### src/rtl/core/spdd_pkg.sv
package spdd_pkg;

  localparam int NUM_LEVELS  = 10;
  localparam int LEVEL_DEPTH = 4;
  localparam int HANDLE_BITS = 32;
  localparam int STORE_SIZE  = NUM_LEVELS * LEVEL_DEPTH;

  localparam int LVL_W   = $clog2(NUM_LEVELS);
  localparam int HEAD_W  = (LEVEL_DEPTH > 1) ? $clog2(LEVEL_DEPTH) : 1;
  localparam int FILL_W  = $clog2(LEVEL_DEPTH + 1);
  localparam int SUM_W   = $clog2(2 * LEVEL_DEPTH);
  localparam int ADDR_W  = (STORE_SIZE > 1) ? $clog2(STORE_SIZE) : 1;
  localparam int TOTAL_W = $clog2(STORE_SIZE + 1);

  localparam int KIND_W      = 4;
  localparam int PRIO_IN_W   = 8;
  localparam int PRIO_OUT_W  = 4;
  localparam int TOTAL_OUT_W = 6;
  localparam int OUT_HANDLE_W = 32;
  localparam int CFG_DATA_W  = 32;
  localparam int CFG_ADDR_W  = 2;
  localparam int DEF_PRIO_W  = 4;

  localparam logic [DEF_PRIO_W-1:0] DEFAULT_PRIO_RESET = 4'd4;
  localparam logic [CFG_ADDR_W-1:0] CFG_ADDR_DEFAULT_PRIO = 2'd0;

  typedef enum logic [KIND_W-1:0] {
    KIND_PUSH_TAIL = 4'd0,
    KIND_PUSH_HEAD = 4'd1,
    KIND_POP       = 4'd2,
    KIND_PEEK      = 4'd3,
    KIND_START     = 4'd4,
    KIND_STOP      = 4'd5,
    KIND_CLOSE     = 4'd6,
    KIND_CLEAR     = 4'd7,
    KIND_DRAIN     = 4'd8
  } kind_t;

  typedef enum logic [1:0] {
    STAT_OK   = 2'd0,
    STAT_NONE = 2'd1,
    STAT_FULL = 2'd2
  } status_t;

  typedef struct packed {
    logic                   we;
    logic [ADDR_W-1:0]      waddr;
    logic [HANDLE_BITS-1:0] wdata;
    logic                   re;
    logic [ADDR_W-1:0]      raddr;
  } mem_req_t;

  typedef struct packed {
    logic                   strobe;
    status_t                status;
    logic                   from_mem;
    logic [PRIO_OUT_W-1:0]  lvl;
    logic [TOTAL_OUT_W-1:0] total;
    logic                   last;
  } result_t;

endpackage

### src/rtl/core/strict_priority_deque_dispatcher_unit.sv
// Strict priority dispatcher over ten small deques of message handles. A word is
// taken when start is high and busy is low. Each word but a drain passes through
// the execute state, in which the level pointers are updated and the entry memory
// is read or written, and its result is strobed on out_strobe in the next cycle,
// when busy is already low again and the next word can be taken. A drain emits
// one result per cycle for every stored entry, highest level first, and keeps
// busy high until its last entry has been read. The receiver cannot stall:
// each result is valid for the single cycle in which out_strobe is high.
module strict_priority_deque_dispatcher_unit (
  input  logic                                clk,
  input  logic                                rst_n,
  input  logic                                start,
  output logic                                busy,
  input  logic [spdd_pkg::KIND_W-1:0]         in_kind,
  input  logic [spdd_pkg::HANDLE_BITS-1:0]    in_message_handle,
  input  logic signed [spdd_pkg::PRIO_IN_W-1:0] in_message_priority,
  input  logic                                in_no_priority,
  output logic                                out_strobe,
  output logic [1:0]                          out_status,
  output logic [spdd_pkg::OUT_HANDLE_W-1:0]   out_out_handle,
  output logic [spdd_pkg::PRIO_OUT_W-1:0]     out_out_priority,
  output logic [spdd_pkg::TOTAL_OUT_W-1:0]    out_queued_total,
  output logic                                out_last_result,
  input  logic                                psel,
  input  logic                                penable,
  input  logic                                pwrite,
  input  logic [spdd_pkg::CFG_ADDR_W-1:0]     paddr,
  input  logic [spdd_pkg::CFG_DATA_W-1:0]     pwdata,
  output logic [spdd_pkg::CFG_DATA_W-1:0]     prdata,
  output logic                                pready
);
  import spdd_pkg::*;

  logic [DEF_PRIO_W-1:0]  default_prio_r;
  mem_req_t               mem_req;
  result_t                res;
  logic [HANDLE_BITS-1:0] rdata;

  assign pready = 1'b1;
  assign prdata = (paddr == CFG_ADDR_DEFAULT_PRIO) ? CFG_DATA_W'(default_prio_r) : '0;

  always_ff @(posedge clk) begin
    if (!rst_n) begin
      default_prio_r <= DEFAULT_PRIO_RESET;
    end else if (psel && penable && pwrite && pready) begin
      default_prio_r <= pwdata[DEF_PRIO_W-1:0];
    end
  end

  spdd_ctrl u_ctrl (
    .clk          (clk),
    .rst_n        (rst_n),
    .start        (start),
    .busy         (busy),
    .kind         (in_kind),
    .handle       (in_message_handle),
    .prio         (in_message_priority),
    .no_prio      (in_no_priority),
    .default_prio (default_prio_r),
    .mem_req      (mem_req),
    .res          (res)
  );

  spdd_store u_store (
    .clk     (clk),
    .mem_req (mem_req),
    .rdata   (rdata)
  );

  assign out_strobe       = res.strobe;
  assign out_status       = res.status;
  assign out_out_handle   = res.from_mem ? OUT_HANDLE_W'(rdata) : '0;
  assign out_out_priority = res.lvl;
  assign out_queued_total = res.total;
  assign out_last_result  = res.last;

endmodule

### src/rtl/core/spdd_store.sv
module spdd_store (
  input  logic                             clk,
  input  spdd_pkg::mem_req_t               mem_req,
  output logic [spdd_pkg::HANDLE_BITS-1:0] rdata
);
  import spdd_pkg::*;

  logic [HANDLE_BITS-1:0] mem [STORE_SIZE];

  always_ff @(posedge clk) begin
    if (mem_req.we) begin
      mem[mem_req.waddr] <= mem_req.wdata;
    end
  end

  always_ff @(posedge clk) begin
    if (mem_req.re) begin
      rdata <= mem[mem_req.raddr];
    end
  end

endmodule

### src/rtl/core/spdd_ctrl.sv
module spdd_ctrl (
  input  logic                              clk,
  input  logic                              rst_n,
  input  logic                              start,
  output logic                              busy,
  input  logic [spdd_pkg::KIND_W-1:0]       kind,
  input  logic [spdd_pkg::HANDLE_BITS-1:0]  handle,
  input  logic [spdd_pkg::PRIO_IN_W-1:0]    prio,
  input  logic                              no_prio,
  input  logic [spdd_pkg::DEF_PRIO_W-1:0]   default_prio,
  output spdd_pkg::mem_req_t                mem_req,
  output spdd_pkg::result_t                 res
);
  import spdd_pkg::*;

  typedef enum logic {ST_IDLE, ST_EXEC} state_t;

  function automatic logic [LVL_W-1:0] pick_level(
    input logic [PRIO_IN_W-1:0]  p,
    input logic                  none,
    input logic [DEF_PRIO_W-1:0] dp
  );
    logic [LVL_W-1:0] l;
    if (none) begin
      if (dp > DEF_PRIO_W'(NUM_LEVELS - 1)) l = LVL_W'(NUM_LEVELS - 1);
      else l = LVL_W'(dp);
    end else if (p[PRIO_IN_W-1]) begin
      l = '0;
    end else if (p > PRIO_IN_W'(NUM_LEVELS - 1)) begin
      l = LVL_W'(NUM_LEVELS - 1);
    end else begin
      l = LVL_W'(p);
    end
    return l;
  endfunction

  function automatic logic [ADDR_W-1:0] slot_addr(
    input logic [LVL_W-1:0]  l,
    input logic [HEAD_W-1:0] h,
    input logic [FILL_W-1:0] off
  );
    logic [SUM_W-1:0] s;
    s = SUM_W'(h) + SUM_W'(off);
    if (s >= SUM_W'(LEVEL_DEPTH)) s = s - SUM_W'(LEVEL_DEPTH);
    return ADDR_W'(ADDR_W'(l) * ADDR_W'(LEVEL_DEPTH)) + ADDR_W'(s);
  endfunction

  function automatic logic [HEAD_W-1:0] head_inc(input logic [HEAD_W-1:0] h);
    return (h == HEAD_W'(LEVEL_DEPTH - 1)) ? '0 : h + 1'b1;
  endfunction

  function automatic logic [HEAD_W-1:0] head_dec(input logic [HEAD_W-1:0] h);
    return (h == '0) ? HEAD_W'(LEVEL_DEPTH - 1) : h - 1'b1;
  endfunction

  state_t               state_r, state_nxt;
  logic [HEAD_W-1:0]    head_r [NUM_LEVELS];
  logic [HEAD_W-1:0]    head_nxt [NUM_LEVELS];
  logic [FILL_W-1:0]    fill_r [NUM_LEVELS];
  logic [FILL_W-1:0]    fill_nxt [NUM_LEVELS];
  logic [TOTAL_W-1:0]   total_r, total_nxt;
  logic                 running_r, running_nxt;
  logic                 closed_r, closed_nxt;
  result_t              res_r, res_nxt;

  logic [KIND_W-1:0]      kind_r;
  logic [HANDLE_BITS-1:0] handle_r;
  logic [PRIO_IN_W-1:0]   prio_r;
  logic                   no_prio_r;

  logic [LVL_W-1:0]       pick;
  logic [LVL_W-1:0]       top_lvl;

  assign busy = (state_r != ST_IDLE);
  assign res  = res_r;
  assign pick = pick_level(prio_r, no_prio_r, default_prio);

  always_comb begin
    top_lvl = '0;
    for (int i = 0; i < NUM_LEVELS; i++) begin
      if (fill_r[i] != '0) top_lvl = LVL_W'(i);
    end
  end

  always_comb begin
    state_nxt     = state_r;
    head_nxt      = head_r;
    fill_nxt      = fill_r;
    total_nxt     = total_r;
    running_nxt   = running_r;
    closed_nxt    = closed_r;
    mem_req       = '0;
    mem_req.wdata = handle_r;
    res_nxt       = '0;
    if (state_r == ST_IDLE) begin
      if (start) state_nxt = ST_EXEC;
    end else begin
      state_nxt      = ST_IDLE;
      res_nxt.strobe = 1'b1;
      res_nxt.status = STAT_OK;
      res_nxt.last   = 1'b1;
      case (kind_r)
        KIND_PUSH_TAIL, KIND_PUSH_HEAD: begin
          res_nxt.lvl = PRIO_OUT_W'(pick);
          if (fill_r[pick] >= FILL_W'(LEVEL_DEPTH)) begin
            res_nxt.status = STAT_FULL;
          end else begin
            mem_req.we = 1'b1;
            if (kind_r == KIND_PUSH_TAIL) begin
              mem_req.waddr = slot_addr(pick, head_r[pick], fill_r[pick]);
            end else begin
              head_nxt[pick] = head_dec(head_r[pick]);
              mem_req.waddr  = slot_addr(pick, head_dec(head_r[pick]), '0);
            end
            fill_nxt[pick] = fill_r[pick] + 1'b1;
            total_nxt      = total_r + 1'b1;
          end
        end
        KIND_POP, KIND_PEEK: begin
          if (closed_r || !running_r || total_r == '0) begin
            res_nxt.status = STAT_NONE;
          end else begin
            mem_req.re       = 1'b1;
            mem_req.raddr    = slot_addr(top_lvl, head_r[top_lvl], '0);
            res_nxt.from_mem = 1'b1;
            res_nxt.lvl      = PRIO_OUT_W'(top_lvl);
            if (kind_r == KIND_POP) begin
              head_nxt[top_lvl] = head_inc(head_r[top_lvl]);
              fill_nxt[top_lvl] = fill_r[top_lvl] - 1'b1;
              total_nxt         = total_r - 1'b1;
            end
          end
        end
        KIND_START: begin
          if (!closed_r) running_nxt = 1'b1;
        end
        KIND_STOP: begin
          running_nxt = 1'b0;
        end
        KIND_CLOSE: begin
          running_nxt = 1'b0;
          closed_nxt  = 1'b1;
        end
        KIND_CLEAR: begin
          head_nxt  = '{default: '0};
          fill_nxt  = '{default: '0};
          total_nxt = '0;
        end
        KIND_DRAIN: begin
          if (total_r == '0) begin
            res_nxt.status = STAT_NONE;
          end else begin
            mem_req.re        = 1'b1;
            mem_req.raddr     = slot_addr(top_lvl, head_r[top_lvl], '0);
            res_nxt.from_mem  = 1'b1;
            res_nxt.lvl       = PRIO_OUT_W'(top_lvl);
            head_nxt[top_lvl] = (fill_r[top_lvl] == FILL_W'(1)) ? '0 :
                                head_inc(head_r[top_lvl]);
            fill_nxt[top_lvl] = fill_r[top_lvl] - 1'b1;
            total_nxt         = total_r - 1'b1;
            if (total_r != TOTAL_W'(1)) begin
              res_nxt.last = 1'b0;
              state_nxt    = ST_EXEC;
            end
          end
        end
        default: begin
          res_nxt.status = STAT_NONE;
        end
      endcase
      res_nxt.total = TOTAL_OUT_W'(total_nxt);
    end
  end

  always_ff @(posedge clk) begin
    if (!rst_n) begin
      state_r   <= ST_IDLE;
      head_r    <= '{default: '0};
      fill_r    <= '{default: '0};
      total_r   <= '0;
      running_r <= 1'b0;
      closed_r  <= 1'b0;
      res_r     <= '0;
    end else begin
      state_r   <= state_nxt;
      head_r    <= head_nxt;
      fill_r    <= fill_nxt;
      total_r   <= total_nxt;
      running_r <= running_nxt;
      closed_r  <= closed_nxt;
      res_r     <= res_nxt;
    end
  end

  always_ff @(posedge clk) begin
    if (start && !busy) begin
      kind_r    <= kind;
      handle_r  <= handle;
      prio_r    <= prio;
      no_prio_r <= no_prio;
    end
  end

endmodule

### config.mk
export PLATFORM = sky130hd
export DESIGN_NAME = strict_priority_deque_dispatcher_unit
export DESIGN_NICKNAME = d
export VERILOG_FILES = /design/src/rtl/core/spdd_pkg.sv /design/src/rtl/core/strict_priority_deque_dispatcher_unit.sv /design/src/rtl/core/spdd_store.sv /design/src/rtl/core/spdd_ctrl.sv
export SDC_FILE = /design/constraint.sdc
export NUM_CORES = 2
export LEC_CHECK = 0
export BUFFER_PORTS_ARGS = -buffer_cell sky130_fd_sc_hd__buf_2
export CORE_MARGIN = 2
export CORE_UTILIZATION = 38
export CTS_BUF_LIST = sky130_fd_sc_hd__clkbuf_4 sky130_fd_sc_hd__clkbuf_8
export DETAILED_ROUTE_END_ITERATION = 10
export GPL_TIMING_DRIVEN = 0
export SKIP_LAST_GASP = 1
export SYNTH_ARGS = -nofsm -noshare
export SYNTH_HDL_FRONTEND = slang
export SYNTH_SLANG_ARGS = --single-unit
### constraint.sdc
create_clock -name clk -period 18.53 [get_ports clk]
set_input_delay 3.706 -clock clk [delete_from_list [all_inputs] [get_ports clk]]
set_output_delay 3.706 -clock clk [all_outputs]
set_load 0.02 [all_outputs]
==> key figures <==
Logic synthesis
  – Syn Inst Count: 4213
  – Count leader, synth: edfxtp_1
  – Synth Cell Area: 59700 sq um
  – Post-synth top area cell: edfxtp_1
  – Sequential fraction of the synthesis area: 70.8%
  – Synth top cells by count: edfxtp_1, nand2_1, mux2i_1
  – Commonest register cell after synthesis: edfxtp_1
  – Netlist cell types: 100
  – #FFs+latches synth: 1435
  – Syn Area/Cell: 14.2 sq um
  – EDFF count, synth: 1357
  – Synth top area cells: edfxtp_1, mux2i_1, dfxtp_1
  – Post-synth top area share: 68.2%
  – Synth Warn #: 0
  – Ys async rst share: 0%

Clock network
  – Cts-stage hold buffer count: 0
  – Clock-pin slew on the worst setup and hold paths: 60 ps
  – PostCTS Resize Cnt: 0
  – Root Buffer: clkbuf_8
  – Num CTS Buffers: 223
  – Clock sink count: 1435
  – Worst-skew pair later-pin latency: 1010 ps
  – CTS Buffer Depth: 3
  – CTS tree: built
  – Post CTS Setup Buffer Count: 0
  – H-tree depth: 4

Power
  – Power per Cell Area: 99.8 nW/um^2
  – Max VDD drop: 0.0839 mV
  – Total power: 6.98 mW
  – P_leak: 23.7 nW

Worst setup path
  – Most used cell, CP: buf_2
  – Buf/Inv on CP: 2
  – Top delay family on crit path: simple AND/OR/NAND/NOR gates
  – Crit path max-delay cell type: buf_2
  – Critical Path RT: 14820 ps
  – Crit path max fanout: 3
  – Critical path launch point type: input port
  – Arrival @ worst endpoint: 4240 ps
  – Setup CP Type: input port to output pin
  – Max incr delay on CP: 150 ps
  – Cells along the critical path: buf_2 -> nor2_1 -> and2_1 -> buf_2
  – CP endpoint kind: output pin

Global routing
  – Grt met2 use: 39.3%
  – Largest net degree at the start of global routing: 42
  – Met3 Use GR: 6.13%
  – First-pass GRT wire length: 292 mm
  – Total Routing Usage GR: 25.3%
  – Global Route met1 Usage: 33.8%
  – Grt total ovfl: 0
  – Most Crowded Layer GR: met2
  – Number of global-route vias before repair: 39335
  – Initial antenna violation count: 12

Final layout
  – # nets final: 4765
  – Area delta synth->final: 17.1%
  – Utilization after layout: 44.8%
  – Share of cells above drive strength 1: 17.5%
  – Design area: 70000 sq um

Floorplan
  – IO Pins: 165
  – Core ar.: 156000 sq um
  – Row Count: 145
  – Die W: 400 microns
  – Die area: 160000 sq um
  – Die height: 400 microns
  – Initial Util: 38.2%

Run
  – # Max-Cap Violations: 3

Timing
  – Hold WS: 494 ps
  – Max-slew violation count: 2
  – Final Hold Fails: 0
  – Slew @ Worst Pin: 1540 ps
  – Worst Clk Skew: 87.6 ps
  – Final Cycle Share: 42.9%
  – Finish-stage setup viols: 0
  – Fmax: 126 MHz
  – RSZ-0062 raised after global routing: false
  – Final setup TNS: 0 ps
  – Rel. slew slack: -3.83%
  – Final Critical Period: 7950 ps

Status
  – Failing checks: capacitance limit, slew limit
  – Outcome: finished, violations left

Routing
  – Detail-routed via count per cell: 5.97
  – Initial drt markers: 6172
  – Drt first pass iters: 9
  – ANT nets after route: 0
  – DRC viols: 0
  – Vias: 41319
  – Wirelength, routed: 209 mm
  – Routed WL per cell: 30.1 microns

Worst hold path
  – Hold Crit Class: register to register

Place
  – Gpl congestion: 0.967
  – DP HPWL: 147 mm
  – Placed inst area: 65200 sq um
  – Port bufs: 106
## flip-flops by register name, summed over array words and instances (netlist names), named ones only
| register | count |
|---|---|
| u_store.mem | 1280 |
| u_ctrl.closed_r | 1 |
| default_prio_r | 4 |
| u_ctrl.total_r | 6 |
| u_store.rdata | 32 |
| u_ctrl.busy | 1 |
| u_ctrl.running_r | 1 |
| u_ctrl.res | 15 |
| u_ctrl.handle_r | 32 |
| u_ctrl.no_prio_r | 1 |
| u_ctrl.kind_r | 4 |
| u_ctrl.prio_r | 8 |
## layer usage
layer	vias up	share of wire, %
met5	-	0.023
met4	8	4.5
met3	474	11
met2	2527	45
met1	20784	39
li1	17526	-
## power by group
part           switching [mW]  total, mW  internal [mW]
Clock                    1.32       2.70           1.38
Combinational           0.496      0.693          0.197
Sequential             0.0257       3.59           3.56
## cell usage in the layout (no fill, tap or decap), drive strengths merged, types with 10 or more instances in the layout
master and instances:
nor4 31, o221ai 74, a21boi 21, a31o 10, a31oi 71, o31ai 50
o21ai 121, o32ai 26, a32oi 32, a21oi 173, a2111oi 22, clkinv 95
mux2i 327, dfxtp 78, nand4 18, ha 11, a211oi 38, and2 44
conb 30, inv 40, nand3 109, nor2 227, o211ai 32, a221oi 27
and3 30, nand2 332, nor3 151, o311ai 16, buf 374, clkbuf 469
edfxtp 1357, or3 18, a311oi 10, nand2b 57, o22ai 179, a22oi 17
mux2 31
## worst min-delay path, cell delays in order (launching register included)
cell	delay, ps
dfxtp_1	330
nand2_1	60
a21oi_1	60
## final timing paths
path / startpoint / end / slack [ps] / cells past startpoint
max: paddr[1] / prdata[3] / 10580 / 4
min: u_ctrl.running_r / u_ctrl.running_r / 490 / 2
max reg2reg: u_ctrl.prio_r[7] / u_store.mem[0][5] / 11230 / 18
min reg2reg: u_ctrl.running_r / u_ctrl.running_r / 490 / 2
## metrics by stage
step	std cells	setup WS, ps
2_1_floorplan	4241	10630
3_3_place_gp	6405	8240
3_5_place_dp	6491	10580
4_1_cts	6905	10580
5_1_grt	6916	10530
6_report	6918	10580
## kinds of logic after synthesis
| logic type | after synthesis | synth area share (%) |
|---|---|---|
| DFF | 1435 | 70.8 |
| and+or+nand+nor | 1052 | 8.41 |
| AOI/OAI and AO/OA | 981 | 11.3 |
| buffers and inverters | 367 | 2.99 |
| muxes | 358 | 6.09 |
| adders and majority gates | 13 | 0.281 |
| xor gates and xnor gates | 5 | 0.0859 |
| other | 2 | 0.0126 |
## final cells by class
| type | count | area, sq um |
|---|---|---|
| fill | 13903 | 86200 |
| sequential | 1435 | 42300 |
| multi-input combinational | 2439 | 16100 |
| clock buffer | 305 | 3690 |
| timing repair buffer | 202 | 2690 |
| tap | 2058 | 2570 |
| buffer | 336 | 1670 |
| clock inverter | 109 | 797 |
| inverter | 31 | 116 |
| antenna | 3 | 7.51 |
Power figures use the tool's default switching activity.
